## config.mk

```make
export PLATFORM = sky130hd
export DESIGN_NAME = dgsp_ram
export DESIGN_NICKNAME = d
export VERILOG_FILES = /design/src/dgsp_ram.sv
export SDC_FILE = /design/constraint.sdc
export NUM_CORES = 1
export LEC_CHECK = 0
export BUFFER_PORTS_ARGS = -buffer_cell sky130_fd_sc_hd__buf_2
export CAP_MARGIN = 20
export CORE_MARGIN = 3
export CORE_UTILIZATION = 50
export CTS_BUF_LIST = sky130_fd_sc_hd__clkbuf_8
export CTS_CLUSTER_SIZE = 20
export DETAILED_ROUTE_END_ITERATION = 12
export HOLD_SLACK_MARGIN = 0.1
export PLACE_DENSITY = 0.67
export SYNTH_ARGS = -nofsm -noshare
export SYNTH_HDL_FRONTEND = slang
export SYNTH_SLANG_ARGS = --single-unit
```

## constraint.sdc

```tcl
create_clock -name clk -period 3.36 [get_ports clk]
set_input_delay 0.336 -clock clk [delete_from_list [all_inputs] [get_ports clk]]
set_output_delay 0.336 -clock clk [all_outputs]
set_load 0.05 [all_outputs]
```

## src/dgsp_ram.sv

```systemverilog
`default_nettype none
module dgsp_ram #(
	parameter int WIDTH = 8,
	parameter int DEPTH = 16
) (
	input  wire logic                     clk,
	input  wire logic                     we,
	input  wire logic [$clog2(DEPTH)-1:0] waddr,
	input  wire logic [WIDTH-1:0]         wdata,
	input  wire logic [$clog2(DEPTH)-1:0] raddr,
	output logic      [WIDTH-1:0]         rdata
);
	logic [WIDTH-1:0] mem [DEPTH];

	always_ff @(posedge clk) begin
		if (we) begin
			mem[waddr] <= wdata;
		end
		rdata <= mem[raddr];
	end
endmodule
`default_nettype wire

```

==> summary.md <==
| Metric | Value |
|---|---|
| Status | finished, final reports clean |
| Postcts setup bufs | 0 |
| Largest net degree at the start of global routing | 33 |
| Post-synthesis mux area share | 0.150 |
| Initial DRT Pass Iterations | 4 |
| Tcrit/Tclk final | 0.493 |
| Leak Pwr | 1.93 nW |
| Clock latency on the worst-skew pair | 420 ps |
| R2r setup slk | 1970 ps |
| Vias in the first global route | 2438 |
| EDFF count, synth | 128 |
| Worst Hold End | mem[7][4] |
| Synthesized area | 5150 um2 |
| Setup TNS | 0 ps |
| Relative slew slack | 0.424 |
| Net Sw Power | 0.758 mW |
| Initial Util | 0.519 |
| Synth Instances | 229 |
| RSZ-0062 raised after global routing | false |
| Avg Vias per Cell | 5.69 |
| Chip height | 107 um |
| Num Clock Sinks | 136 |
| Top cell type by total area after synthesis | edfxtp_1 |
| Ys async rst share | 0 |
| Die ar. | 11500 um2 |
| Hold Path Class | input pin to flop |
| Total GRT Usage | 0.173 |
| H-tree depth | 4 |
| Clock power share | 0.390 |
| HPWL after detailed placement | 5810 um |
| Synth Area in Adders | 0 |
| Number of remaining DRC errors | 0 |
| Area delta synth->final | 12.7% |
| Total number of vias | 2356 |
| Hold Startpoint | wdata[4] |
| Clk slew on worst S/H paths | 80 ps |
| Synth Register Bits | 136 |
| IO buf count | 25 |
| Post-Route WL | 9070 um |
| PostCTS Resize Cnt | 0 |
| Main area contributors after synthesis | edfxtp_1 75%, mux4_2 7.9%, mux4_1 7.1% |
| DIE WIDTH | 107 um |
| GPL Wtd Cong | 0.721 |
| Final hold vios | 0 |
| Crit-path max FO | 32 |
| Initial DRC Count | 164 |
| Max-slew violations | 0 |
| Synth warn | 0 |
| Final setup violation count | 0 |
| Switching Fraction | 0.219 |
| Syn avg cell area | 22.5 um2 |
| Global route overflow | 0 |
| Pint | 2.70 mW |
| WS Path Type | input pin to flop |
| N_diodes | 0 |
| Proportion of layout cells with a drive suffix above 1 | 0.281 |
| CTS Buf Count | 17 |
| Placed Area | 5390 um2 |
| Syn nets | 247 |
| Max Clock Freq | 0.604 GHz |
| TritonCTS clock tree | built |
| CORE AREA | 9910 um2 |
| Number of antenna violations at the first check in global routing | 0 |
| CP Data Arrival Time | 1960 ps |
| Top_reg_cell synth | edfxtp_1 |
| Top Ports | 26 |
| Startpoint types | input pin |
| Main combinational cell family by area after synthesis | multiplexers |
| Fin area | 5800 um2 |
| Reg2reg end | rdata[1] |
| Register area share after synthesis | 0.778 |
| Synth Area in Compound Gates | 0.0233 |
| Transition time of the tightest slew-check pin | 860 ps |
| FF-to-FF path depth | 3 |
| Critical Path RT | 3670 ps |
| Post-synth top cells | 128 x edfxtp_1, 18 x mux4_2, 16 x a22oi_1, 14 x mux4_1, 13 x nor2_1 |
| Skew final | 11.2 ps |
| Final min period | 1660 ps |
| PwrDens | 596 nW/um2 |
| # hold bufs at CTS | 0 |
| Synth Area in XOR/XNOR | 0 |
| Max_cap viols | 0 |
| Clock buffer depth | 2 |
| Hold Path Cell Cnt | 1 |
| Net count, final | 286 |
| Wire per inst | 21.9 um |
| Comb pwr share | 0.059 |
| Std cell rows | 36 |
| Crit. End Element | flop |
| Reg2reg start | mem[1][1] |
| Final antenna-violating net count | 0 |
| Clock root buffer | clkbuf_8 |
| Yosys top cell area share | 0.747 |
| VDD IR max | 0.000345 V |
| Count of cell types in the netlist | 19 |
| First-pass GRT wire length | 14000 um |
| Count leader, synth | edfxtp_1 |
| Simple-gate portion of the synthesized area | 0.0318 |
| Reg power frac | 0.551 |
==> how the worst max path moves through the flow <==
stage,startpoint,end,slack (ps),cells past startpoint
detailed placement,raddr[0],rdata[1],1250,5
global route,raddr[0],rdata[1],1630,5
floorplan,waddr[2],mem[0][0],1530,2
finish,raddr[0],rdata[1],1700,5
global placement,raddr[0],rdata[2],1290,5
CTS,raddr[0],rdata[1],1710,5
==> cell usage in the layout (no fill, tap or decap), types with 3 or more instances in the layout <==
master and instances:
mux4_2 18, buf_2 25, inv_6 3, nor2_1 13
clkinvlp_4 3, mux4_1 14, clkinv_4 3, edfxtp_1 128
clkbuf_8 17, nand2_1 9, a22oi_1 16, bufinv_16 3
dfxtp_1 8, buf_4 5, nor3_1 4
==> cell type report <==
class                           count  area [um2]
Clock buffer                       17         234
Clock inverter                     15         178
Fill cell                         758        4110
Multi-Input combinational cell     83        1060
Sequential cell                   136        4000
Tap cell                          133         166
Timing Repair Buffer               30         163
==> sequential cells by signal (all words and copies together), names as in the netlist <==
name   cells
rdata      8
mem      128
==> metrics by stage <==
stage,worst slack [ps],hold WS (ps),instances,util,power (mW)
CTS,1710,278,414,0.585,3.48
global route,1630,285,414,0.585,3.58
global placement,1290,654,382,0.544,2.14
floorplan,1530,435,229,-,2.08
detailed placement,1250,668,382,0.544,2.15
finish,1700,298,414,0.585,3.46
==> layer usage <==
layer,global-route usage,part of all wire,up-vias
met5,0,0,-
met3,0.0408,0.046,11
li1,-,-,1051
met4,0.0721,0.014,0
met2,0.274,0.50,63
met1,0.233,0.44,1231
==> cell families (layout without fill, tap and decap cells) <==
logic type,Yosys count,in the layout
flip-flops,136,136
buffers and inverters,10,62
AO/OA/AOI/OAI,16,16
multiplexers,32,32
AND/OR/NAND/NOR,35,35
==> power groups by stage <==
stage / Sequential [mW] / Combinational, mW / Clock, mW
3_3_place_gp: 1.94 / 0.201 / 0
2_1_floorplan: 1.98 / 0.0963 / 0
5_1_grt: 1.91 / 0.219 / 1.46
4_1_cts: 1.91 / 0.205 / 1.37
6_report: 1.91 / 0.203 / 1.35
3_5_place_dp: 1.94 / 0.205 / 0
==> worst max-delay path: stages <==
cell	delay (ps)
buf_2	80
buf_4	490
mux4_1	640
a22oi_1	320
nand2_1	90
No activity file was read; power rests on OpenSTA's default activity.
